==> src/design/bafr_pkg.sv <==
// ----------------------------------------------------------------------------
// bafr_pkg
// Shared constants, codes and types of the pooled bump allocator.
// ----------------------------------------------------------------------------
`default_nettype none

package bafr_pkg;

  localparam int POOLS           = 4;
  localparam int POOL_BYTES      = 16777216;
  localparam int RING_DEPTH      = 256;
  localparam int BASE_REGS       = 4;
  localparam int REUSE_THRESHOLD = 2;

  localparam int ADDR_W  = 48;
  localparam int OFF_W   = 32;
  localparam int SIZE_W  = 25;
  localparam int LG_W    = 4;
  localparam int PAD_W   = 16;
  localparam int PIDX_W  = (POOLS > 1) ? $clog2(POOLS) : 1;
  localparam int RIDX_W  = $clog2(RING_DEPTH);
  localparam int RAM_DEPTH = POOLS * RING_DEPTH;
  localparam int RAM_AW  = $clog2(RAM_DEPTH);

  localparam int CFG_AW  = 5;
  localparam int CFG_DW  = 64;
  localparam int IN_DW   = 80;
  localparam int IN_UW   = 4;
  localparam int OUT_DW  = 48;
  localparam int OUT_UW  = 3;

  localparam logic [1:0] OP_ALLOC   = 2'd0;
  localparam logic [1:0] OP_ALIGNED = 2'd1;
  localparam logic [1:0] OP_FREE    = 2'd2;
  localparam logic [1:0] OP_UNUSED  = 2'd3;

  localparam logic [1:0] ST_OK    = 2'd0;
  localparam logic [1:0] ST_BOUND = 2'd1;
  localparam logic [1:0] ST_FULL  = 2'd2;

  typedef enum logic [1:0] {
    K_NOP,
    K_FREE,
    K_ALLOC,
    K_ALIGN
  } kind_t;

  typedef struct packed {
    kind_t               kind;
    logic [PIDX_W-1:0]   pool;
    logic [SIZE_W-1:0]   size;
    logic [LG_W-1:0]     lg;
    logic [ADDR_W-1:0]   faddr;
  } cmd_t;

  typedef logic [BASE_REGS-1:0][ADDR_W-1:0] base_arr_t;

  typedef struct packed {
    logic                we;
    logic [RAM_AW-1:0]   waddr;
    logic [ADDR_W-1:0]   wdata;
    logic [RAM_AW-1:0]   raddr;
  } ram_req_t;

endpackage

`default_nettype wire

==> src/design/bafr_front.sv <==
// ----------------------------------------------------------------------------
// bafr_front
// Input stage: takes request transfers, classifies them into commands.
// ----------------------------------------------------------------------------
`default_nettype none

module bafr_front import bafr_pkg::*; (
  input  wire logic             clk,
  input  wire logic             rst_n,
  input  wire logic             in_tvalid,
  output logic                  in_tready,
  input  wire logic [IN_DW-1:0] in_tdata,
  input  wire logic [IN_UW-1:0] in_tuser,
  output logic                  cmd_valid,
  input  wire logic             cmd_ready,
  output cmd_t                  cmd
);

  logic  valid_r, valid_nxt;
  cmd_t  cmd_r, cmd_nxt;
  logic [1:0] op;
  logic [1:0] pool;

  assign op   = in_tuser[1:0];
  assign pool = in_tuser[3:2];

  assign in_tready = !valid_r || cmd_ready;

  always_comb begin
    cmd_nxt.pool  = PIDX_W'(pool);
    cmd_nxt.size  = in_tdata[24:0];
    cmd_nxt.lg    = in_tdata[28:25];
    cmd_nxt.faddr = in_tdata[76:29];
    unique case (op)
      OP_ALLOC:   cmd_nxt.kind = K_ALLOC;
      OP_ALIGNED: cmd_nxt.kind = K_ALIGN;
      OP_FREE:    cmd_nxt.kind = K_FREE;
      default:    cmd_nxt.kind = K_NOP;
    endcase
    // pools that do not exist do nothing
    if (int'(pool) >= POOLS) begin
      cmd_nxt.kind = K_NOP;
    end
    valid_nxt = (valid_r && !cmd_ready) || in_tvalid;
  end

  always_ff @(posedge clk) begin
    if (!rst_n) begin
      valid_r <= 1'b0;
    end else begin
      if (in_tready) begin
        valid_r <= valid_nxt;
      end
      if (in_tvalid && in_tready) begin
        cmd_r <= cmd_nxt;
      end
    end
  end

  assign cmd_valid = valid_r;
  assign cmd       = cmd_r;

endmodule

`default_nettype wire

==> config.mk <==
export PLATFORM = sky130hd
export DESIGN_NAME = bafr_front
export DESIGN_NICKNAME = d
export VERILOG_FILES = /design/src/design/bafr_pkg.sv /design/src/design/bafr_front.sv
export SDC_FILE = /design/constraint.sdc
export NUM_CORES = 1
export LEC_CHECK = 0
export ABC_AREA = 0
export ABC_CLOCK_PERIOD_IN_PS = 4050
export BUFFER_PORTS_ARGS = -buffer_cell sky130_fd_sc_hd__clkbuf_2
export CORE_ASPECT_RATIO = 0.75
export CORE_MARGIN = 10
export CORE_UTILIZATION = 42
export CTS_BUF_LIST = sky130_fd_sc_hd__clkbuf_8
export DETAILED_ROUTE_END_ITERATION = 12
export GPL_TIMING_DRIVEN = 0
export PLACE_DENSITY = 0.81
export SYNTH_ARGS = -nofsm -noshare
export SYNTH_HDL_FRONTEND = slang
export SYNTH_SLANG_ARGS = --single-unit
==> constraint.sdc <==
create_clock -name clk -period 4.05 [get_ports clk]
set_clock_uncertainty 0.2 [all_clocks]
set_input_delay 0.6075 -clock clk [delete_from_list [all_inputs] [get_ports clk]]
set_output_delay 0.6075 -clock clk [all_outputs]
set_load 0.05 [all_outputs]
# [Word-level counts from Yosys, hierarchy flattened]
# Index checks and enable logic that the tools add are counted.
[classes] n_eq_ne=2 mux=1 reduce_logical=8
[ops] op="$pmux W2 S3" count=1
[ops] op="$eq A2 B1 Y1 const B" count=1
[ops] op="$eq A2 B2 Y1 const B" count=1
[ops] op="$logic_and A1 B1 Y1" count=2
[ops] op="$logic_not A1 Y1" count=2
[ops] op="$logic_not A2 Y1" count=1
[ops] op="$logic_or A1 B1 Y1" count=2
[ops] op="$reduce_and A2 Y1" count=1
[totals] regBits=82 in_bits=88 output_inout_bits=83 wordCells=17

# [Depth between registers and ports, before layout]
[depth] ltp_word=4 mapped_depth=3 depth_no_buf=3

# [Worst setup path before layout]
# Ideal clock, no wire load.
[synth_path] path_type="input to register" startpoint="input port cmd_ready" endpoint="register cmd_r, in the netlist cmd[0], enable pin" setup_ns=0.449 arrival_ns=2.794 required_ns=3.401 setup_slack_ns=0.607 path_stages=2 path_buffers=0 path_cell_list="nand2b_4 -> and3_1"
[synth_via] elab_chain_cells=3
[synth_rtl] element="from (decl)" line="bafr_front.sv:15" rtl="input wire logic cmd_ready,"
[synth_rtl] element="$logic_or A1 B1 Y1" line="bafr_front.sv:27" rtl="assign in_tready = !valid_r || cmd_ready;"
[synth_rtl] element="$logic_and A1 B1 Y1" line="bafr_front.sv:54" rtl="if (in_tvalid && in_tready) begin"
[synth_rtl] element="$reduce_and A2 Y1 (no source line)"
[synth_rtl] element="to (signal assigned)" line="bafr_front.sv:55" rtl="cmd_r <= cmd_nxt;"
[synth_rtl] element="to (decl)" line="bafr_front.sv:20" rtl="cmd_t cmd_r, cmd_nxt;"
# No other way between the ends.
# A chain may end at the register's enable or synchronous reset.

# [Final worst setup path]
[layout_path] startpoint="input port cmd_ready" endpoint="output port in_tready"
[layout_via] elab_chain_cells=1
[layout_rtl] element="$logic_or A1 B1 Y1" line="bafr_front.sv:27"
[layout_rtl] element="to (decl)" line="bafr_front.sv:11" rtl="output logic in_tready,"
# No other way between the ends.

==> results by group <==
Worst setup path
  – Crit-path cells: clkbuf_2, nand2b_4, clkbuf_2
  – CP max stage delay: 280 ps
  – Largest fanout on the critical path: 3
  – Crit path capture type: primary output
  – Worst path slowest cell: clkbuf_2
  – Crit start category: input pin
  – Crit path DAT: 1080 ps
  – WS Path Type: in -> out
  – Crit path top cell by count: clkbuf_2
  – WP data required: 3240 ps
  – Reg-to-reg setup timing slack: 2270 ps

Clocking
  – Max clock buf depth: 2
  – TritonCTS clock tree: built
  – CTS Buf Count: 9
  – Clk pin slew, worst setup/hold paths: 80 ps
  – Root buf cell: clkbuf_8
  – Num Clock Sinks: 82
  – H-tree depth: 3
  – Clock latency on the worst-skew pair: 330 ps
  – Hold-fix buffers, CTS: 0
  – Postcts setup bufs: 0
  – Post-CTS sizing: 0

Finish
  – Cell Count, Final, Fillers Out: 352
  – Final nets: 360
  – FILL cells: 431
  – Diode count: 0
  – Post-route cell area: 3690 µm²
  – Area growth from synthesis to layout: 46.2%
  – Post-Route Utilization: 63.3%
  – Share of cells above drive strength 1: 67.9%

Placed design
  – RePlAce Congestion: 0.755
  – Placed inst area: 3480 µm²
  – Pre-CTS setup slack: 1880 ps
  – Port Buf Inserts: 167
  – Post-DP HPWL: 5.40 mm
  – Placed cells: 337

Power and ir drop
  – Lkg Pwr: 1.62 nW
  – Power density cells: 490 nW/µm²
  – Final Power: 1.81 mW
  – Maximum vdd drop: 0.000337 V

Global route
  – First-pass GRT wire length: 9.38 mm
  – Pin count of the biggest net entering global routing: 49
  – Vias in the first global route: 1765
  – Overflow after GRT: 0
  – Initial antenna violation count: 0
  – Gr usage total: 13.3%

Synthesis
  – Post-synthesis average cell area: 27.7 µm²
  – Yosys top cell by area: edfxtp_1
  – Yosys reg bits: 82
  – Distinct cells, synth: 8
  – Synth Instances: 91
  – Synth top area share: 96.4%
  – Syn Nets: 181
  – Synthesized area: 2520 µm²
  – Synth Warn #: 0
  – Largest cells by area after synthesis: edfxtp_1, ha_1, dfxtp_1
  – Register area share after synthesis: 97.2%

Drt
  – Vias per cell: 4.39
  – DRC viols: 0
  – Routed len/inst: 18.5 µm
  – Initial DRC count: 31
  – Routed Antenna Nets: 0
  – Via count: 1547
  – Drt pass-1 iters: 4
  – Post-Route WL: 6.52 mm

Run status
  – Status: complete, no violations

Die
  – Core ar.: 5830 µm²
  – Row count: 24
  – Boundary Pins: 171
  – Die H: 87.1 µm
  – Die area: 9540 µm²
  – Initial Utilization: 43.3%
  – Die X: 109 µm

STA
  – Slew @ Worst Pin: 456 ps
  – Setup TNS: 0 ps
  – PnR worst setup slack: 2160 ps
  – RSZ-0062 raised after global routing: false
  – Fin crit period: 1890 ps
  – Fmax: 530 MHz
  – Period utilization: 46.6%
  – Final-report hold violation count: 0
  – Hold Slack: 244 ps
  – Fin. max-slew vios: 0
  – Setup violators final: 0
  – Slew headroom: 69.6%

Hold path
  – Worst min path class: in -> reg

Flow run
  – # Max-Cap Violations: 0
[critical path, delay by kind of cell]
kind / cells / cell delay, ps
AND/OR/NAND/NOR: 1 / 120
buffers and inverters: 2 / 350
[registers in the layout, indices dropped and copies added, names as in the netlist]
register	flops
cmd	81
cmd_valid	1
[cells by family after synthesis]
| family | count (synthesis) | synth area share (%) |
|---|---|---|
| AOI/OAI and AO/OA | 1 | 0.298 |
| adders and majority gates | 2 | 0.992 |
| buffers and inverters | 3 | 0.446 |
| DFF | 82 | 97.2 |
| and+or+nand+nor | 3 | 1.04 |
[routing by layer]
layer	vias up	global-route usage [%]	share of wire, %
li1	716	-	-
met1	708	11.8	32
met2	118	21.2	46
met3	5	12.4	22
met4	0	4.25	0.86
met5	-	0	0
[synth_stat cells]
library cell and count:
or2_2 1, dfxtp_1 1, and3_1 1, nand2b_4 1, edfxtp_1 81, inv_1 3, a21boi_1 1, ha_1 2
[final timing paths]
check                     from         to  cells past startpoint
setup reg to reg     cmd_valid    cmd[66]                      3
setup / recovery     cmd_ready  in_tready                      3
hold / removal    in_tdata[23]    cmd[75]                      1
hold reg to reg      cmd_valid  cmd_valid                      2
[layout by cell type, fill, tap and decap left out]
cell type   Yosys  routed
clkbuf_8        0       9
clkbuf_2        0     167
bufinv_16       0       2
buf_12          0       1
edfxtp_1       81      81
clkinv_2        0       3
and3_4          0       1
dfxtp_1         1       1
nand2b_4        1       1
inv_1           3       3
ha_1            2       2
or2_2           1       1
a21boi_1        1       1
clkinvlp_4      0       1
[power breakdown]
part	internal [mW]	leakage, nW	total, mW	switching [mW]
Sequential	0.975	0.764	0.985	0.00946
Clock	0.340	0.105	0.604	0.264
Combinational	0.0541	0.752	0.217	0.163
[layout make-up]
class                      instances  area [µm²]  share of cell area (%)
clock buffer                       9         124                    3.36
clock inverter                     6        82.6                    2.24
inverter                           3        11.3                   0.305
multi-input combinational          6        63.8                    1.73
sequential                        82        2450                    66.5
tap                               78        97.6                    2.65
timing repair buffer             168         856                    23.2
(Power assumes the default switching activity.)
