--- config.mk ---
export PLATFORM = sky130hd
export DESIGN_NAME = bafr_queue
export DESIGN_NICKNAME = d
export VERILOG_FILES = /design/src/design/bafr_pkg.sv /design/src/design/bafr_queue.sv
export SDC_FILE = /design/constraint.sdc
export NUM_CORES = 1
export LEC_CHECK = 0
export BUFFER_PORTS_ARGS = -buffer_cell sky130_fd_sc_hd__buf_2
export CAP_MARGIN = 20
export CORE_UTILIZATION = 50
export DETAILED_ROUTE_END_ITERATION = 8
export PLACE_DENSITY = 0.76
export SLEW_MARGIN = 20
export SYNTH_ARGS = -nofsm -noshare
export SYNTH_HDL_FRONTEND = slang
export SYNTH_SLANG_ARGS = --single-unit
--- constraint.sdc ---
create_clock -name clk -period 7.7 [get_ports clk]
set_clock_uncertainty 0.05 [all_clocks]
set_input_delay 0.77 -clock clk [delete_from_list [all_inputs] [get_ports clk]]
set_output_delay 0.77 -clock clk [all_outputs]
set_load 0.01 [all_outputs]
--- src/design/bafr_pkg.sv ---
// ----------------------------------------------------------------------------
// bafr_pkg
// Shared constants, codes and types of the pooled bump allocator.
// ----------------------------------------------------------------------------
`default_nettype none

package bafr_pkg;

  localparam int POOLS           = 4;
  localparam int POOL_BYTES      = 16777216;
  localparam int RING_DEPTH      = 256;
  localparam int BASE_REGS       = 4;
  localparam int REUSE_THRESHOLD = 2;

  localparam int ADDR_W  = 48;
  localparam int OFF_W   = 32;
  localparam int SIZE_W  = 25;
  localparam int LG_W    = 4;
  localparam int PAD_W   = 16;
  localparam int PIDX_W  = (POOLS > 1) ? $clog2(POOLS) : 1;
  localparam int RIDX_W  = $clog2(RING_DEPTH);
  localparam int RAM_DEPTH = POOLS * RING_DEPTH;
  localparam int RAM_AW  = $clog2(RAM_DEPTH);

  localparam int CFG_AW  = 5;
  localparam int CFG_DW  = 64;
  localparam int IN_DW   = 80;
  localparam int IN_UW   = 4;
  localparam int OUT_DW  = 48;
  localparam int OUT_UW  = 3;

  localparam logic [1:0] OP_ALLOC   = 2'd0;
  localparam logic [1:0] OP_ALIGNED = 2'd1;
  localparam logic [1:0] OP_FREE    = 2'd2;
  localparam logic [1:0] OP_UNUSED  = 2'd3;

  localparam logic [1:0] ST_OK    = 2'd0;
  localparam logic [1:0] ST_BOUND = 2'd1;
  localparam logic [1:0] ST_FULL  = 2'd2;

  typedef enum logic [1:0] {
    K_NOP,
    K_FREE,
    K_ALLOC,
    K_ALIGN
  } kind_t;

  typedef struct packed {
    kind_t               kind;
    logic [PIDX_W-1:0]   pool;
    logic [SIZE_W-1:0]   size;
    logic [LG_W-1:0]     lg;
    logic [ADDR_W-1:0]   faddr;
  } cmd_t;

  typedef logic [BASE_REGS-1:0][ADDR_W-1:0] base_arr_t;

  typedef struct packed {
    logic                we;
    logic [RAM_AW-1:0]   waddr;
    logic [ADDR_W-1:0]   wdata;
    logic [RAM_AW-1:0]   raddr;
  } ram_req_t;

endpackage

`default_nettype wire

--- src/design/bafr_queue.sv ---
// ----------------------------------------------------------------------------
// bafr_queue
// Two-entry command queue between the input stage and the executor.
// ----------------------------------------------------------------------------
`default_nettype none

module bafr_queue import bafr_pkg::*; (
  input  wire logic clk,
  input  wire logic rst_n,
  input  wire logic push_valid,
  output logic      push_ready,
  input  wire cmd_t push_cmd,
  output logic      pop_valid,
  input  wire logic pop,
  output cmd_t      pop_cmd
);

  cmd_t       slot_r [2];
  logic       wptr_r, wptr_nxt;
  logic       rptr_r, rptr_nxt;
  logic [1:0] fill_r, fill_nxt;
  logic       do_push, do_pop;

  assign push_ready = (fill_r != 2'd2);
  assign pop_valid  = (fill_r != 2'd0);
  assign pop_cmd    = slot_r[rptr_r];
  assign do_push    = push_valid && push_ready;
  assign do_pop     = pop && pop_valid;

  always_comb begin
    wptr_nxt = do_push ? !wptr_r : wptr_r;
    rptr_nxt = do_pop ? !rptr_r : rptr_r;
    fill_nxt = fill_r + 2'(do_push) - 2'(do_pop);
  end

  always_ff @(posedge clk) begin
    if (!rst_n) begin
      wptr_r <= 1'b0;
      rptr_r <= 1'b0;
      fill_r <= 2'd0;
    end else begin
      wptr_r <= wptr_nxt;
      rptr_r <= rptr_nxt;
      fill_r <= fill_nxt;
      if (do_push) begin
        slot_r[wptr_r] <= push_cmd;
      end
    end
  end

endmodule

`default_nettype wire

# Word-level counts from Yosys, hierarchy flattened
# Memories as Yosys holds them, arrays and structs flattened. A register that Yosys moved wholly into a read port is not among the register bits.
# Index checks and enable logic that the tools add are counted.
# word_totals
ramBits	162
memories	1
input_bits	85
elab_cells	17
output_inout_bits	83
register_bits	4
# memory_table
name	depth	word_bits	rd	rd_ports_with_merged_regs	wr	line	rtl
slot_r	2	81	1	1	1	bafr_queue.sv:18	cmd_t slot_r [2];
# classes
muxes	5
eq_ne	1
reduce_logical	5
addsub	2
# op_table
op	count
$mux 1	5
$add 2x1->2	1
$logic_and 1x1->1	2
$logic_not 1->1	2
$ne 2x2->1 const B	1
$reduce_bool 2->1	1
$sub 2x1->2	1

# Depth between registers and ports, before layout
# Gate-level depths: netlist of the first run.
# logic_depth
depth_word	5
depth_mapped	9
depth_no_buf	9

# Worst setup path after synthesis of the first run
# No wires, ideal clock.
# synth_timing
kind	in2reg
startpoint	input port rst_n
endpoint	memory slot_r[0][0] in the netlist's numbering (enable)
setup_slack_ns	2.888
n_path_buf	0
cell_stages	2
setup_time_ns	0.521
required_time_ns	7.129
t_arrival_ns	4.242
cell_sequence	nand3_1 > nor2_1
# synth_between
elab_chain_len	2
# synth_lines
item	line	rtl
from (decl)	bafr_queue.sv:9	input wire logic rst_n,
$mux 1	bafr_queue.sv:37	if (!rst_n) begin
$mux 1 (implied by the code)	bafr_queue.sv:46	slot_r[wptr_r] <= push_cmd;
to (decl)	bafr_queue.sv:18	
# No other way between the ends.

==> qor.txt, run 1 <==
==================================================================================
Outcome ............................................................. finished, final reports clean
Initial antenna violation count .....................................            1
Hold buffers post-CTS ...............................................            0
CTS Root Buffer Type ................................................    clkbuf_16
Synthesized netlist net count .......................................          364
Critical path endpoint category ..................................... primary output
Req. time, crit path ................................................      6.88 ns
Library cells used by synthesis .....................................           19
Worst max-slew margin expressed relative to the limit ...............        40.6%
Number of buffers added on ports ....................................          167
Total of flip-flops plus latches after synthesis ....................          167
Final wirelength ....................................................      10.6 mm
DIE HEIGHT ..........................................................       116 um
Slowest CP cell .....................................................        buf_4
Fraction of the cycle the final worst path needs ....................        43.3%
Number of buffers on the longest clock path .........................            2
Worst flop-to-flop path startpoint .................................. fill_r[0]$_SDFF_PN0_
Number of primary I/O pins ..........................................          168
Largest net degree at the start of global routing ...................           82
DRC marker count from the first detailed-route iteration ............          155
Final setup violation count .........................................            0
Via-to-Cell Ratio ...................................................         4.85
Synthesis-to-layout area growth .....................................        23.3%
Ys Warns ............................................................            0
Post-CTS repair timing setup buffer count ...........................            0
Cell count after synthesis ..........................................          277
Post-route DRC ......................................................            0
Number of slew-limit violations in the final report .................            0
Critical setup path kind ............................................      reg2out
Clk_lat worst skew ..................................................      0.41 ns
# rows ..............................................................           41
Horizontal die dimension ............................................       116 um
Max Fclk ............................................................    0.300 GHz
Data arrival, critical path .........................................      2.52 ns
Die outline area ....................................................   13400 um^2
Setup repair after global routing missed its margin .................        false
Total global-route track usage ......................................        16.1%
Endpoint of the lowest-slack register-to-register path .............. slot_r[0][8]$_DFFE_PP_
H-tree Lvls .........................................................            4
Crit-path max FO ....................................................           49
Routed vias .........................................................         3116
First-pass detailed-route iteration total ...........................            4
Startpoint class of the critical path ...............................     register
Cell breakdown of the critical path ................................. buf_4 > mux2_4 > buf_2
Worst R2R Path Depth ................................................            5
TritonCTS Buffers ...................................................           17
Filler Cell Count ...................................................          925
Worst Hold Depth ....................................................            1
Min-Delay Path Class ................................................       in2reg
Layout cells sized above 1 ..........................................        59.9%
Number of global-route vias before repair ...........................         3175
Final number of hold-violating endpoints ............................            0
Area of the placeable core ..........................................   12600 um^2
CTS Sinks ...........................................................          167
Cell leakage power ..................................................      3.10 nW
TritonCTS clock tree ................................................          yes
Reg-to-reg setup timing slack .......................................      5.41 ns
Overall power after layout ..........................................      2.44 mW
Beginning of the worst hold path .................................... push_cmd[55]
Net count reported at finish ........................................          545
Register cell area after layout .....................................    4970 um^2
Slew at the pin with the worst max-slew slack .......................     0.891 ns
Area taken by multi-input logic gates ...............................    1350 um^2
Setup TNS after final layout ........................................         0 ns
Syn_area_per_cell ...................................................    23.4 um^2
Cells resized by post-CTS repair ....................................            0
Post-layout minimum cycle time ......................................      3.34 ns
Delay contributed by the slowest stage of the critical path .........      0.82 ns
Overflow left after global routing ..................................            0
Wire length per cell ................................................      16.4 um
Final GP Congestion .................................................        0.720
Sequential-to-total area share from yosys stat ......................        76.6%
Worst supply voltage drop on vdd ....................................     0.189 mV
Post-synthesis cell area ............................................    6480 um^2
CTS clock-pin slew for the worst setup and hold paths ...............      0.06 ns
First-pass GRT wire length ..........................................      15.6 mm
Family of cells with the greatest summed delay on the critical path . buffers and inverters
Maxcap violations ...................................................            0
Worst-case hold path end point ...................................... slot_r[1][55]$_DFFE_PP_
Pwr/cell area .......................................................  306 nW/um^2
Remaining antenna violation count after routing .....................            0
Starting utilization of the core area ...............................        51.4%
CP bufs+invs ........................................................            2
==================================================================================
## through the flow
stage | util [%] | worst slack [ns] | cells | hold slack, ns | instance area (um^2)
final | 63.3 | 4.36 | 643 | 0.499 | 7990
after global routing | 63.3 | 4.23 | 641 | 0.481 | 7990
after CTS | 62.9 | 4.30 | 639 | 0.477 | 7940
after detailed placement | 58.6 | 4.61 | 609 | 0.482 | 7390
after global placement | 58.6 | 4.71 | 609 | 0.474 | 7390
after floorplan | - | 2.89 | 277 | 0.418 | 6480
## metal layers
metal	up-vias	track usage [%]	routed length [um]
met5	-	0	0
met4	0	8.46	173
met2	102	27.2	5510
met3	14	5.49	697
li1	1454	-	-
met1	1546	18.0	4180
## flip-flops by register name (all words and copies together) (netlist names), named ones only
name	cells
rptr_r	1
slot_r	162
fill_r	2
wptr_r	1
## synth_stat cells
cell type,number,area share (%)
and2_1,3,0.29
and3_1,1,0.097
buf_12,8,2.5
buf_6,1,0.17
dfxtp_1,5,1.5
edfxtp_1,162,75
ha_1,2,0.39
inv_1,2,0.12
mux2_2,1,0.17
mux2_4,80,19
nand2_1,1,0.058
nand2b_1,1,0.097
nand3_1,1,0.077
nor2_1,1,0.058
nor2b_1,2,0.19
o21a_1,1,0.12
o22ai_1,1,0.097
or2_2,1,0.097
xnor2_1,3,0.41
## area by class of cell
cell class | instances | area share, %
inverter | 2 | 0.0939
tap | 172 | 2.69
antenna | 2 | 0.0626
sequential | 167 | 62.2
clock buffer | 20 | 5.46
clock inverter | 10 | 1.35
multi-input combinational | 99 | 16.9
timing repair buffer | 171 | 11.2
## cells by family (layout without fill, tap and decap cells)
| logic type | after synthesis | in the layout | share of synthesized area (%) |
|---|---|---|---|
| compound gates | 2 | 2 | 0.212 |
| xor+xnor | 3 | 3 | 0.405 |
| fa+ha+maj | 2 | 2 | 0.386 |
| buf+inv | 11 | 203 | 2.76 |
| flops | 167 | 167 | 76.6 |
| mux | 81 | 81 | 18.7 |
| other cells | 0 | 2 | 0 |
| simple gates | 11 | 11 | 0.965 |
## worst reg2reg max path: cells and delay by family, from the launching register on
family | cells | cell delay [ns]
simple gates | 3 | 0.67
buf+inv | 2 | 0.79
flops | 1 | 0.38
## layout by cell type (no fill, tap or decap), drive strengths merged, types with 2 or more instances in the layout
master,count
clkinv,4
and2,3
inv,2
mux2,81
diode,2
clkinvlp,4
bufinv,2
nor2b,2
clkbuf,20
dfxtp,5
edfxtp,162
buf,171
xnor2,3
ha,2
## how the worst max path moves through the flow
stage              from                      end  depth (start not counted)
5_1_grt        register              pop_cmd[14]                          3
3_5_place_dp      rst_n  slot_r[0][49]$_DFFE_PP_                          4
6_report       register              pop_cmd[14]                          3
2_1_floorplan     rst_n   slot_r[0][0]$_DFFE_PP_                          2
4_1_cts        register              pop_cmd[14]                          3
3_3_place_gp      rst_n  slot_r[0][49]$_DFFE_PP_                          4
## power by group
part / total [mW] / switching [mW] / internal (mW)
Clock: 0.779 / 0.309 / 0.470
Combinational: 0.532 / 0.236 / 0.296
Sequential: 1.13 / 0.0512 / 1.08
No activity file was read; power rests on OpenSTA's default activity.
==> run 2, diff against run 1 <==
==> constraint.sdc (replaced) <==
create_clock -name clk -period 3.25 [get_ports clk]
set_clock_uncertainty 0.05 [all_clocks]
set_input_delay 0.325 -clock clk [delete_from_list [all_inputs] [get_ports clk]]
set_output_delay 0.325 -clock clk [all_outputs]
set_load 0.01 [all_outputs]
==> qor.txt, run 2 (synthesis gave the netlist of run 1 again) <==
==================================================================================
Outcome ............................................................. finished, final reports clean
Initial antenna violation count .....................................            1
Largest register by flop count ......................................       slot_r
# rows ..............................................................           41
Cell breakdown of the critical path ................................. buf_4 > mux2_4 > buf_2
Clk_lat worst skew ..................................................      0.41 ns
Number of buffers on the longest clock path .........................            2
CTS Root Buffer Type ................................................    clkbuf_16
Commonest non-fill, non-tap cells in the layout ..................... buf_2 (167), edfxtp_1 (162), mux2_4 (80), clkbuf_16 (17)
TritonCTS clock tree ................................................          yes
Cell leakage power ..................................................      3.14 nW
First-pass detailed-route iteration total ...........................            4
Most common library cell in the layout ignoring fill and taps .......        buf_2
Via-to-Cell Ratio ...................................................         4.76
Crit-path max FO ....................................................           32
Number of buffers added on ports ....................................          167
Critical setup path kind ............................................      reg2out
Area of the placeable core ..........................................   12600 um^2
Hold buffers post-CTS ...............................................            0
Startpoint class of the critical path ...............................     register
Number of global-route vias before repair ...........................         3142
Fraction of the cycle the final worst path needs ....................        73.5%
Wire length per cell ................................................      16.5 um
Post-CTS repair timing setup buffer count ...........................            0
CTS clock-pin slew for the worst setup and hold paths ...............      0.06 ns
TritonCTS Buffers ...................................................           17
Max Fclk ............................................................    0.419 GHz
Critical path endpoint category ..................................... primary output
Req. time, crit path ................................................      2.87 ns
Final setup violation count .........................................            0
Synthesis-to-layout area growth .....................................        24.1%
Largest registers ranked by flip-flop count ......................... slot_r (162), fill_r (2)
CTS Sinks ...........................................................          167
Final HPWL DP .......................................................      6.95 mm
Share of the core filled with cells .................................        63.8%
Horizontal die dimension ............................................       116 um
H-tree Lvls .........................................................            4
CP bufs+invs ........................................................            2
Family of cells with the greatest summed delay on the critical path .   flip-flops
Delay contributed by the slowest stage of the critical path .........      0.74 ns
Number of primary I/O pins ..........................................          168
Die outline area ....................................................   13400 um^2
Cells resized by post-CTS repair ....................................            0
Slew at the pin with the worst max-slew slack .......................     0.602 ns
Starting utilization of the core area ...............................        51.4%
DIE HEIGHT ..........................................................       116 um
Post-route DRC ......................................................            0
Worst max-slew margin expressed relative to the limit ...............        59.9%
Total global-route track usage ......................................        16.3%
Largest net degree at the start of global routing ...................           82
Final number of hold-violating endpoints ............................            0
Number of flip-flops under the largest register name ................          162
Post-layout minimum cycle time ......................................      2.39 ns
Worst supply voltage drop on vdd ....................................     0.421 mV
DRC marker count from the first detailed-route iteration ............          195
Maxcap violations ...................................................            0
Number of slew-limit violations in the final report .................            0
Final GP Congestion .................................................        0.670
Net count reported at finish ........................................          546
Remaining antenna violation count after routing .....................            0
Setup repair after global routing missed its margin .................        false
Slowest CP cell .....................................................      dfxtp_4
Overflow left after global routing ..................................            0
Data arrival, critical path .........................................      2.01 ns
Pwr/cell area .......................................................  736 nW/um^2
Final wirelength ....................................................      10.7 mm
First-pass GRT wire length ..........................................      15.8 mm
Min-Delay Path Class ................................................       in2reg
Layout cells sized above 1 ..........................................        60.6%
Routed vias .........................................................         3072
Setup TNS after final layout ........................................         0 ns
==================================================================================
run 2: cell types whose count changed in the layout (fill, tap and decap cells not counted), sizes merged:
cell      before  now
clkinv         4    9
clkinvlp       4    1
buf          171  172
bufinv         2    3
clkbuf        20   19
diode          2    1
run 2: per-stage QoR:
step	hold slack [ns]	setup slack (ns)	power [mW]	instance area [um^2]	std cells
after floorplan	0.374	0.0107	3.70	6490	277
after global placement	0.462	1.28	3.98	7450	612
after detailed placement	0.466	1.23	4.01	7450	612
after CTS	0.0236	0.804	5.99	8040	644
after global routing	0.0288	0.752	6.17	8040	644
final	0.0481	0.861	5.92	8050	645
run 2: cell type report:
cell class              count  area (um^2)
multi-input cells          99         1350
fillers                   939         4570
repair buffers            172          911
clock buffers              19          433
clock inverters            13          156
well taps                 172          215
inverters                   2         7.51
flip-flops and latches    167         4970
diodes                      1         2.50
run 2: worst reg2reg max path: cells and delay by family, from the launching register on:
| family | cells | cell delay (ns) |
|---|---|---|
| AND/OR/NAND/NOR | 3 | 0.88 |
| buffers and inverters | 1 | 0.36 |
| flip-flops | 1 | 0.37 |
run 2: final timing paths:
path	depth (start not counted)	slack, ns	start	endpoint
worst max-delay path	3	0.86	register	pop_cmd[32]
worst min-delay path	1	0.05	push_cmd[20]	slot_r[1][20]$_DFFE_PP_
worst max register to register	4	1.24	fill_r[0]$_SDFF_PN0_	slot_r[1][64]$_DFFE_PP_
worst min register to register	2	0.49	rptr_r$_SDFFE_PN0P_	rptr_r$_SDFFE_PN0P_
run 2: layer usage:
metal  track usage [%]  vias up  wire (um)
li1                  -     1461          -
met1              18.4     1500       4180
met2              27.9       94       5640
met3              5.13       17        610
met4              8.46        0        223
met5                 0        -          0
run 2: report_power, final:
group	switching [mW]	leakage [nW]	internal, mW
clock	0.772	0.288	1.20
combinational	0.560	1.33	0.709
sequential	0.119	1.53	2.56
