==> src/design/bafr_pkg.sv <==
// ----------------------------------------------------------------------------
// bafr_pkg
// Shared constants, codes and types of the pooled bump allocator.
// ----------------------------------------------------------------------------
`default_nettype none

package bafr_pkg;

  localparam int POOLS           = 4;
  localparam int POOL_BYTES      = 16777216;
  localparam int RING_DEPTH      = 256;
  localparam int BASE_REGS       = 4;
  localparam int REUSE_THRESHOLD = 2;

  localparam int ADDR_W  = 48;
  localparam int OFF_W   = 32;
  localparam int SIZE_W  = 25;
  localparam int LG_W    = 4;
  localparam int PAD_W   = 16;
  localparam int PIDX_W  = (POOLS > 1) ? $clog2(POOLS) : 1;
  localparam int RIDX_W  = $clog2(RING_DEPTH);
  localparam int RAM_DEPTH = POOLS * RING_DEPTH;
  localparam int RAM_AW  = $clog2(RAM_DEPTH);

  localparam int CFG_AW  = 5;
  localparam int CFG_DW  = 64;
  localparam int IN_DW   = 80;
  localparam int IN_UW   = 4;
  localparam int OUT_DW  = 48;
  localparam int OUT_UW  = 3;

  localparam logic [1:0] OP_ALLOC   = 2'd0;
  localparam logic [1:0] OP_ALIGNED = 2'd1;
  localparam logic [1:0] OP_FREE    = 2'd2;
  localparam logic [1:0] OP_UNUSED  = 2'd3;

  localparam logic [1:0] ST_OK    = 2'd0;
  localparam logic [1:0] ST_BOUND = 2'd1;
  localparam logic [1:0] ST_FULL  = 2'd2;

  typedef enum logic [1:0] {
    K_NOP,
    K_FREE,
    K_ALLOC,
    K_ALIGN
  } kind_t;

  typedef struct packed {
    kind_t               kind;
    logic [PIDX_W-1:0]   pool;
    logic [SIZE_W-1:0]   size;
    logic [LG_W-1:0]     lg;
    logic [ADDR_W-1:0]   faddr;
  } cmd_t;

  typedef logic [BASE_REGS-1:0][ADDR_W-1:0] base_arr_t;

  typedef struct packed {
    logic                we;
    logic [RAM_AW-1:0]   waddr;
    logic [ADDR_W-1:0]   wdata;
    logic [RAM_AW-1:0]   raddr;
  } ram_req_t;

endpackage

`default_nettype wire

==> src/design/bafr_back.sv <==
// ----------------------------------------------------------------------------
// bafr_back
// Executor: per-pool bump offsets and free-ring pointers, result register.
// ----------------------------------------------------------------------------
`default_nettype none

module bafr_back import bafr_pkg::*; (
  input  wire logic              clk,
  input  wire logic              rst_n,
  input  wire logic              cmd_valid,
  output logic                   cmd_pop,
  input  wire cmd_t              cmd,
  input  wire base_arr_t         bases,
  output ram_req_t               ram_req,
  input  wire logic [ADDR_W-1:0] ram_rdata,
  output logic                   out_tvalid,
  input  wire logic              out_tready,
  output logic [OUT_DW-1:0]      out_tdata,
  output logic [OUT_UW-1:0]      out_tuser
);

  typedef enum logic [2:0] {
    S_IDLE,
    S_POP,
    S_PAD,
    S_ADV,
    S_SIZE,
    S_OUT
  } state_t;

  state_t             state_r, state_nxt;
  cmd_t               cmd_r, cmd_nxt;
  logic [OFF_W-1:0]   off_r [POOLS];
  logic [OFF_W-1:0]   off_nxt [POOLS];
  logic [RIDX_W-1:0]  cnt_r [POOLS];
  logic [RIDX_W-1:0]  cnt_nxt [POOLS];
  logic [RIDX_W-1:0]  wi_r [POOLS];
  logic [RIDX_W-1:0]  wi_nxt [POOLS];
  logic [ADDR_W-1:0]  sum_r, sum_nxt;
  logic [PAD_W-1:0]   pad_r, pad_nxt;
  logic [ADDR_W-1:0]  addr_r, addr_nxt;
  logic [OFF_W-1:0]   noff_r, noff_nxt;
  logic [ADDR_W-1:0]  res_addr_r, res_addr_nxt;
  logic               res_from_r, res_from_nxt;
  logic [1:0]         res_st_r, res_st_nxt;
  logic               out_valid_r, out_valid_nxt;
  logic [ADDR_W-1:0]  out_addr_r, out_addr_nxt;
  logic               out_from_r, out_from_nxt;
  logic [1:0]         out_st_r, out_st_nxt;

  logic [RIDX_W-1:0]  in_cnt, in_wi;
  logic [OFF_W-1:0]   in_off, new_off;
  logic [RIDX_W:0]    spot_tmp;
  logic [RIDX_W-1:0]  spot;
  logic [PAD_W:0]     one_sh;
  logic [PAD_W-1:0]   amask, low;

  function automatic logic [OFF_W-1:0] sat_add(input logic [OFF_W-1:0] a,
                                               input logic [OFF_W-1:0] b);
    logic [OFF_W:0] s;
    s = {1'b0, a} + {1'b0, b};
    return s[OFF_W] ? {OFF_W{1'b1}} : s[OFF_W-1:0];
  endfunction

  function automatic logic [ADDR_W-1:0] base_of(input base_arr_t b,
                                                input logic [PIDX_W-1:0] p);
    logic [ADDR_W-1:0] v;
    v = '0;
    for (int i = 0; i < BASE_REGS; i++) begin
      if (int'(p) == i) begin
        v = b[i];
      end
    end
    return v;
  endfunction

  function automatic logic [RAM_AW-1:0] ram_addr(input logic [PIDX_W-1:0] p,
                                                 input logic [RIDX_W-1:0] idx);
    return RAM_AW'(int'(p) * RING_DEPTH + int'(idx));
  endfunction

  assign in_cnt = cnt_r[cmd.pool];
  assign in_wi  = wi_r[cmd.pool];
  assign in_off = off_r[cmd.pool];

  // oldest entry sits count places behind the write index
  assign spot_tmp = {1'b0, in_wi} + (RIDX_W+1)'(RING_DEPTH) - {1'b0, in_cnt};
  assign spot     = (spot_tmp >= (RIDX_W+1)'(RING_DEPTH)) ?
                    RIDX_W'(spot_tmp - (RIDX_W+1)'(RING_DEPTH)) : RIDX_W'(spot_tmp);

  assign one_sh = (PAD_W+1)'(1) << cmd_r.lg;
  assign amask  = PAD_W'(one_sh - (PAD_W+1)'(1));
  assign low    = sum_r[PAD_W-1:0] & amask;
  assign new_off = sat_add(noff_r, OFF_W'(cmd_r.size));

  always_comb begin
    state_nxt     = state_r;
    cmd_nxt       = cmd_r;
    off_nxt       = off_r;
    cnt_nxt       = cnt_r;
    wi_nxt        = wi_r;
    sum_nxt       = sum_r;
    pad_nxt       = pad_r;
    addr_nxt      = addr_r;
    noff_nxt      = noff_r;
    res_addr_nxt  = res_addr_r;
    res_from_nxt  = res_from_r;
    res_st_nxt    = res_st_r;
    out_valid_nxt = out_valid_r && !out_tready;
    out_addr_nxt  = out_addr_r;
    out_from_nxt  = out_from_r;
    out_st_nxt    = out_st_r;
    cmd_pop       = 1'b0;
    ram_req       = '0;

    unique case (state_r)
      S_IDLE: begin
        if (cmd_valid) begin
          cmd_pop      = 1'b1;
          cmd_nxt      = cmd;
          res_addr_nxt = '0;
          res_from_nxt = 1'b0;
          res_st_nxt   = ST_OK;
          unique case (cmd.kind)
            K_NOP: begin
              state_nxt = S_OUT;
            end
            K_FREE: begin
              state_nxt = S_OUT;
              if (in_cnt >= RIDX_W'(RING_DEPTH - 1)) begin
                res_st_nxt = ST_FULL;
              end else begin
                ram_req.we    = 1'b1;
                ram_req.waddr = ram_addr(cmd.pool, in_wi);
                ram_req.wdata = cmd.faddr;
                wi_nxt[cmd.pool]  = (in_wi == RIDX_W'(RING_DEPTH - 1)) ?
                                    '0 : in_wi + RIDX_W'(1);
                cnt_nxt[cmd.pool] = in_cnt + RIDX_W'(1);
              end
            end
            K_ALLOC, K_ALIGN: begin
              if (cmd.kind == K_ALLOC && in_cnt > RIDX_W'(REUSE_THRESHOLD)) begin
                ram_req.raddr     = ram_addr(cmd.pool, spot);
                cnt_nxt[cmd.pool] = in_cnt - RIDX_W'(1);
                state_nxt         = S_POP;
              end else begin
                sum_nxt   = base_of(bases, cmd.pool) + ADDR_W'(in_off);
                state_nxt = S_PAD;
              end
            end
            default: begin
              state_nxt = S_OUT;
            end
          endcase
        end
      end
      S_POP: begin
        res_addr_nxt = ram_rdata;
        res_from_nxt = 1'b1;
        state_nxt    = S_OUT;
      end
      S_PAD: begin
        if (cmd_r.kind == K_ALIGN && low != '0) begin
          pad_nxt = PAD_W'(one_sh - {1'b0, low});
        end else begin
          pad_nxt = '0;
        end
        state_nxt = S_ADV;
      end
      S_ADV: begin
        addr_nxt  = sum_r + ADDR_W'(pad_r);
        noff_nxt  = sat_add(off_r[cmd_r.pool], OFF_W'(pad_r));
        state_nxt = S_SIZE;
      end
      S_SIZE: begin
        off_nxt[cmd_r.pool] = new_off;
        res_addr_nxt = addr_r;
        res_st_nxt   = (new_off > OFF_W'(POOL_BYTES)) ? ST_BOUND : ST_OK;
        state_nxt    = S_OUT;
      end
      S_OUT: begin
        if (!out_valid_r || out_tready) begin
          out_valid_nxt = 1'b1;
          out_addr_nxt  = res_addr_r;
          out_from_nxt  = res_from_r;
          out_st_nxt    = res_st_r;
          state_nxt     = S_IDLE;
        end
      end
      default: begin
        state_nxt = S_IDLE;
      end
    endcase
  end

  always_ff @(posedge clk) begin
    if (!rst_n) begin
      state_r     <= S_IDLE;
      out_valid_r <= 1'b0;
      for (int i = 0; i < POOLS; i++) begin
        off_r[i] <= '0;
        cnt_r[i] <= '0;
        wi_r[i]  <= '0;
      end
    end else begin
      state_r     <= state_nxt;
      out_valid_r <= out_valid_nxt;
      off_r       <= off_nxt;
      cnt_r       <= cnt_nxt;
      wi_r        <= wi_nxt;
      cmd_r       <= cmd_nxt;
      sum_r       <= sum_nxt;
      pad_r       <= pad_nxt;
      addr_r      <= addr_nxt;
      noff_r      <= noff_nxt;
      res_addr_r  <= res_addr_nxt;
      res_from_r  <= res_from_nxt;
      res_st_r    <= res_st_nxt;
      out_addr_r  <= out_addr_nxt;
      out_from_r  <= out_from_nxt;
      out_st_r    <= out_st_nxt;
    end
  end

  assign out_tvalid = out_valid_r;
  assign out_tdata  = out_addr_r;
  assign out_tuser  = {out_st_r, out_from_r};

endmodule

`default_nettype wire

==> config.mk <==
export PLATFORM = sky130hd
export DESIGN_NAME = bafr_back
export DESIGN_NICKNAME = d
export VERILOG_FILES = /design/src/design/bafr_pkg.sv /design/src/design/bafr_back.sv
export SDC_FILE = /design/constraint.sdc
export NUM_CORES = 1
export LEC_CHECK = 0
export BUFFER_PORTS_ARGS = -buffer_cell sky130_fd_sc_hd__buf_2
export CAP_MARGIN = 20
export CORE_AREA = 2 2 310 159
export CTS_CLUSTER_DIAMETER = 30
export CTS_CLUSTER_SIZE = 25
export DETAILED_ROUTE_END_ITERATION = 10
export DIE_AREA = 0 0 312 161
export PLACE_DENSITY = 0.91
export SETUP_SLACK_MARGIN = 0.02
export SYNTH_ARGS = -nofsm -noshare
export SYNTH_HDL_FRONTEND = slang
export SYNTH_SLANG_ARGS = --single-unit
==> constraint.sdc <==
create_clock -name clk -period 6.63 [get_ports clk]
set_input_delay 0.663 -clock clk [delete_from_list [all_inputs] [get_ports clk]]
set_output_delay 0.663 -clock clk [all_outputs]
set_load 0.01 [all_outputs]
# ---- After elaboration in Yosys (flattened, before gate mapping)
# Cells that the tools add are included.
# W data, S select, Z words.
dict set report word_totals {
  ff_bits 475
  mem_bits_rw 0
  word_cells 161
  mem_bits_ro 0
  n_memories 0
  latchBits 0
}
dict set report op_classes {
  multipliers 0
  magnitude_cmp 8
  add_sub_neg 14
  mux 58
  n_bitwise 5
  n_div 0
  shifts 1
  eq_ne 17
  n_reduce_logical 30
}
# op count
set op_table {}
lappend op_table {{$mux W48} 9}
lappend op_table {{$mux W32} 8}
lappend op_table {{$pmux W48 S3} 1}
lappend op_table {{$mux W69} 2}
lappend op_table {{$bmux W32 S2} 2}
lappend op_table {{$bwmux W128} 1}
lappend op_table {{$mux W59} 2}
lappend op_table {{$bwmux W32} 3}
lappend op_table {{$demux W32 S2} 1}
lappend op_table {{$pmux W32 S2} 1}
lappend op_table {{$mux W8} 7}
lappend op_table {{$add A48 B16 Y48} 1}
lappend op_table {{$add A48 B32 Y48} 1}
lappend op_table {{$add A32 B16 Y33} 1}
lappend op_table {{$add A32 B25 Y33} 1}
lappend op_table {{$bmux W8 S2} 2}
lappend op_table {{$gt A32 B25 Y1 const B} 1}
lappend op_table {{$add A10 B8 Y10} 2}
lappend op_table {{$mux W10} 2}
lappend op_table {{$add A8 B1 Y8 const B} 2}
lappend op_table {{$and A16 B16 Y16} 1}
lappend op_table {{$demux W8 S2} 1}
lappend op_table {{$reduce_bool A16 Y1} 1}
lappend op_table {{$shl A1 B4 Y16 const A} 1}
lappend op_table {{other kinds (38)} 79}

# ---- Longest topological paths before layout
dict set report depth {
  word_depth 13
  depth_mapped 18
  mapped_depth_nobuf 14
}

# ---- Least setup slack after synthesis
# OpenSTA, ideal clock, no wires.
dict set report synth_timing {
  kind {input port to flip-flop}
  start {in cmd[77] (netlist name)}
  end {reg sum_r[34] (data pin)}
  setup_time_ps 265
  path_slack_ps 1164
  cell_stages 18
  t_arrival_ps 5201
  required_time_ps 6365
  path_cell_list {buf_2 -> buf_4 -> buf_2 -> buf_2 -> buf_2 -> buf_1 -> mux4_2 -> ha_1 -> fa_1 -> a21o_1 -> a21oi_1 -> o21a_1 -> nor3_1 -> o211ai_1 -> a21boi_0 -> a21oi_1 -> o21ai_0 -> xor2_1}
}
dict set report synth_between {
  elab_chain_len 10
}
# element line
set synth_rtl {}
lappend synth_rtl {{start: declaration} bafr_back.sv:12} ;# input wire cmd_t cmd,
lappend synth_rtl {{$logic_not A2 Y1} bafr_back.sv:70} ;# if (int'(p) == i) begin
lappend synth_rtl {{$mux W48 (4 in a row)} bafr_back.sv:70}
lappend synth_rtl {{$mux W48} bafr_back.sv:142} ;# if (cmd.kind == K_ALLOC && in_cnt > RIDX_W'(REUSE_THRESHOLD)) begin
lappend synth_rtl {{$mux W48} bafr_back.sv:124} ;# unique case (cmd.kind)
lappend synth_rtl {{$mux W48} bafr_back.sv:118} ;# if (cmd_valid) begin
lappend synth_rtl {{$mux W48} bafr_back.sv:116} ;# unique case (state_r)
lappend synth_rtl {{$add A48 B32 Y48 *} bafr_back.sv:147} ;# sum_nxt = base_of(bases, cmd.pool) + ADDR_W'(in_off);
lappend synth_rtl {{end signal: assignment} bafr_back.sv:212} ;# sum_r <= sum_nxt;
lappend synth_rtl {{end: declaration} bafr_back.sv:39} ;# logic [ADDR_W-1:0] sum_r, sum_nxt;
# Every way passes the cells marked *; elsewhere a longest branch is shown, timed or not. The select of a mux whose other input is x is not followed.
# A chain may end at the register's enable or synchronous reset.

# ---- Final worst setup path
dict set report layout_timing {
  start {reg cmd_r[77] (netlist name)}
  end {reg noff_r[29] (data pin)}
}
dict set report layout_between {
  elab_chain_len 5
}
# element line
set layout_rtl {}
lappend layout_rtl {{start: declaration} bafr_back.sv:32} ;# cmd_t cmd_r, cmd_nxt;
lappend layout_rtl {{start signal: assignment} bafr_back.sv:211} ;# cmd_r <= cmd_nxt;
lappend layout_rtl {{$not A2 Y3 (implied by the code)} bafr_back.sv:172} ;# noff_nxt = sat_add(off_r[cmd_r.pool], OFF_W'(pad_r));
lappend layout_rtl {{$bmux W32 S2} bafr_back.sv:172}
lappend layout_rtl {{$mux W32 (implied by the code) (2 in a row)} bafr_back.sv:172}
lappend layout_rtl {{$add A32 B16 Y33} bafr_back.sv:61} ;# s = {1'b0, a} + {1'b0, b};
lappend layout_rtl {{end signal: assignment} bafr_back.sv:215} ;# noff_r <= noff_nxt;
lappend layout_rtl {{end: declaration} bafr_back.sv:42} ;# logic [OFF_W-1:0] noff_r, noff_nxt;
# No other way between the ends. The select of a mux whose other input is x is not followed.

==> impl_metrics.env <==
export IMPL_cts_sinks=475
export IMPL_clockBufferDepth=3
export IMPL_dr_pass1_iters=7
export IMPL_post_route_period_util_pct=75.54
export IMPL_min_path_type="input port to register"
export IMPL_syn_inst=2581
export IMPL_worst_ep_arrival_time_ns=5.47
export IMPL_drive_above_1_share_pct=25.23
export IMPL_fin_util_pct=68.45
export IMPL_ys_flop_type="edfxtp_1"
export IMPL_critPathCapture="noff_r[29]$_SDFFCE_PP1P_"
export IMPL_rows=57
export IMPL_globalRouteTotalUtil_pct=35.07
export IMPL_avgSynthCellArea_um2=10.59
export IMPL_synth_cell_types=76
export IMPL_reg2reg_depth=14
export IMPL_grt_max_degree=101
export IMPL_start_kind="register"
export IMPL_grt_pass1_wl_um=134200
export IMPL_final_nets=3420
export IMPL_p_leak_nw=12.79
export IMPL_syn_cell_area_um2=27320
export IMPL_finalPower_w=0.008490
export IMPL_gr_total_overflow=0
export IMPL_path_max_fanout=18
export IMPL_synth_area_top_cells="edfxtp_1, dfxtp_1, mux4_2"
export IMPL_num_vias=23780
export IMPL_cts_made_buffers=71
export IMPL_initial_core_util_pct=57.35
export IMPL_tns_ns=0
export IMPL_first_iter_violations=3831
export IMPL_p_switching_w=0.002374
export IMPL_yosysTopAreaCell="edfxtp_1"
export IMPL_ctsHtreeMaxLevel=3
export IMPL_ys_warn_count=0
export IMPL_synth_top_family_by_area="compound AO/OA/AOI/OAI gates"
export IMPL_ant_nets=0
export IMPL_dpl_cell_count=3557
export IMPL_final_cell_mix="buf_2, nor2_1, edfxtp_1"
export IMPL_drv_slew=0
export IMPL_seq_power_share_pct=40.2
export IMPL_r2r_end="noff_r[29]$_SDFFCE_PP1P_"
export IMPL_coreArea_um2=47640
export IMPL_final_cell_area_um2=32610
export IMPL_antenna_found_initial=5
export IMPL_startpoint="cmd_r[77]$_DFFE_PP_"
export IMPL_dp_hpwl_um=67340
export IMPL_slew_headroom_pct=28.49
export IMPL_r2r_start="cmd_r[77]$_DFFE_PP_"
export IMPL_min_path_cells=1
export IMPL_grt_pass1_vias=22000
export IMPL_rsz0062_at_grt="false"
export IMPL_ios=447
export IMPL_cts_tree="done"
export IMPL_async_flop_share_pct=0
export IMPL_min_period_ns=5.008
export IMPL_power_frac_clock_pct=45.0
export IMPL_final_common_cell="buf_2"
export IMPL_die_w_um=312
export IMPL_ys_seq_area_share_pct=45.03
export IMPL_muxShareOfSynthArea_pct=11.76
export IMPL_synth_compound_area_share_pct=15.47
export IMPL_port_buffers=446
export IMPL_drv_cap=0
export IMPL_clock_latency_ns=0.61
export IMPL_endpoint_kind="register"
export IMPL_synth_seq_cells=475
export IMPL_syn_to_final_growth_pct=19.35
export IMPL_synth_fp_nets=3016
export IMPL_cts_resized_gates=0
export IMPL_status="complete, no violations"
export IMPL_finalHoldViolations=0
export IMPL_vias_per_cell=6.436
export IMPL_cts_root_buf="clkbuf_16"
export IMPL_fmax_mhz=199.7
export IMPL_power_frac_comb_pct=14.8
export IMPL_drc=0
export IMPL_yosys_area_share_simple_pct=14.76
export IMPL_ctsHoldBuffers=0
export IMPL_synth_fa_ha_area_share_pct=5.202
export IMPL_required_ns=7.10
export IMPL_tightest_slew_ns=1.073
export IMPL_synth_edf_count=279
export IMPL_place_gp_congestion=1.002
export IMPL_wirelength_um=89550
export IMPL_yosys_area_share_xor_xnor_pct=4.841
export IMPL_crit_type="register to register"
export IMPL_fp_dieArea_um2=50230
export IMPL_peakVddDrop_uv=202.1
export IMPL_intPower_w=0.006116
export IMPL_switching_share_pct=27.96
export IMPL_r2r_slack_ns=1.62
export IMPL_place_area_um2=30100
export IMPL_yosys_area_top_type_share_pct=30.66
export IMPL_fin_cells=3694
export IMPL_postCtsSetupRepairBufs=0
export IMPL_wl_per_cell_um=24.24
export IMPL_powerDensity_nw_per_um2=260.3
export IMPL_skew_ns=0.02124
export IMPL_setup_viol=0
export IMPL_cts_clk_slew_worst_paths_ns=0.05
export IMPL_die_h_um=161
## cell families (layout without fill, tap and decap cells)
family,after synthesis,after routing
buffers and inverters,205,668
xor gates and xnor gates,151,151
adders and majority gates,110,110
DFF,475,475
and+or+nand+nor,852,852
AOI/OAI and AO/OA,628,628
muxes,160,160
other,0,1
## power by group through the flow
stage / Combinational, W / Sequential [W] / Clock [W]
2_1_floorplan: 0.000803 / 0.00343 / 0
3_3_place_gp: 0.00117 / 0.00345 / 0
3_5_place_dp: 0.00120 / 0.00346 / 0
4_1_cts: 0.00122 / 0.00340 / 0.00384
5_1_grt: 0.00135 / 0.00342 / 0.00397
6_report: 0.00126 / 0.00341 / 0.00382
## critical path: stages, from the launching register on
cell      delay (ns)
edfxtp_1        0.93
mux4_2          0.36
ha_1            0.16
inv_1           0.05
fa_1            0.42
nor2b_1         0.21
o21ai_0         0.15
a21boi_0        0.44
o311a_1         0.26
o31ai_1         0.12
a211oi_2        0.63
nand4_1         0.51
buf_4           0.38
nand3_1         0.11
o21a_1          0.12
## per-layer routing
| metal | global-route usage, % | vias to the layer above | wire (µm) |
|---|---|---|---|
| met5 | 1.420 | - | 137 |
| met4 | 6.600 | 8 | 1493 |
| met3 | 13.75 | 153 | 13820 |
| met2 | 46.49 | 1685 | 35580 |
| met1 | 53.83 | 11410 | 38520 |
| li1 | - | 10520 | - |
## worst min path at each step
stage | from | slack [ns] | endpoint
2_1_floorplan | res_from_r$_DFFE_PP_ | 0.40 | out_from_r$_DFFE_PP_
3_5_place_dp | res_addr_r[22]$_SDFFCE_PP0P_ | 0.40 | out_tdata[22]$_DFFE_PP_
4_1_cts | cmd[48] | 0.21 | cmd_r[48]$_DFFE_PP_
5_1_grt | cmd[70] | 0.22 | cmd_r[70]$_DFFE_PP_
6_report | cmd[48] | 0.23 | cmd_r[48]$_DFFE_PP_
3_3_place_gp | res_addr_r[3]$_SDFFCE_PP0P_ | 0.40 | out_tdata[3]$_DFFE_PP_
## cell type report
class                   instances  area (µm²)
clock buffers                  86        1936
multi-input cells            1901       14300
flip-flops and latches        475       12300
inverters                      55       209.0
fillers                      3439       15030
diodes                          1       2.502
well taps                     649       812.0
repair buffers                481        2549
clock inverters                46       496.7
## flip-flops by register name, indices dropped and copies added, names as in the netlist, 32 cells and up
register,flops
cnt_r,32
addr_r,48
out_tdata,48
noff_r,32
res_addr_r,48
off_r,128
wi_r,32
cmd_r,33
sum_r,48
## metrics by stage
step | hold slack, ns | setup slack, ns
3_5_place_dp | 0.4045 | 1.629
5_1_grt | 0.2168 | 1.341
4_1_cts | 0.2126 | 1.741
6_report | 0.2342 | 1.622
3_3_place_gp | 0.4016 | 1.687
2_1_floorplan | 0.4003 | 1.164
## Yosys cell counts, types with 16 or more instances
cell and instances:
nor2_1 289, edfxtp_1 279, nand2_1 212, dfxtp_1 196
a21oi_1 150, a211oi_1 130, mux4_2 128, xnor2_1 112
ha_1 104, o21ai_0 103, clkbuf_1 101, and2_1 80
nand3_1 60, inv_1 54, a22o_1 51, nor3_1 43
a21o_1 42, xor2_1 39, o21a_1 33, and3_1 32
buf_1 26, mux2i_1 26, nor2b_1 24, nand2b_1 23
buf_2 21, nand4_1 18, o2111ai_1 16
Power figures use the tool's default switching activity.
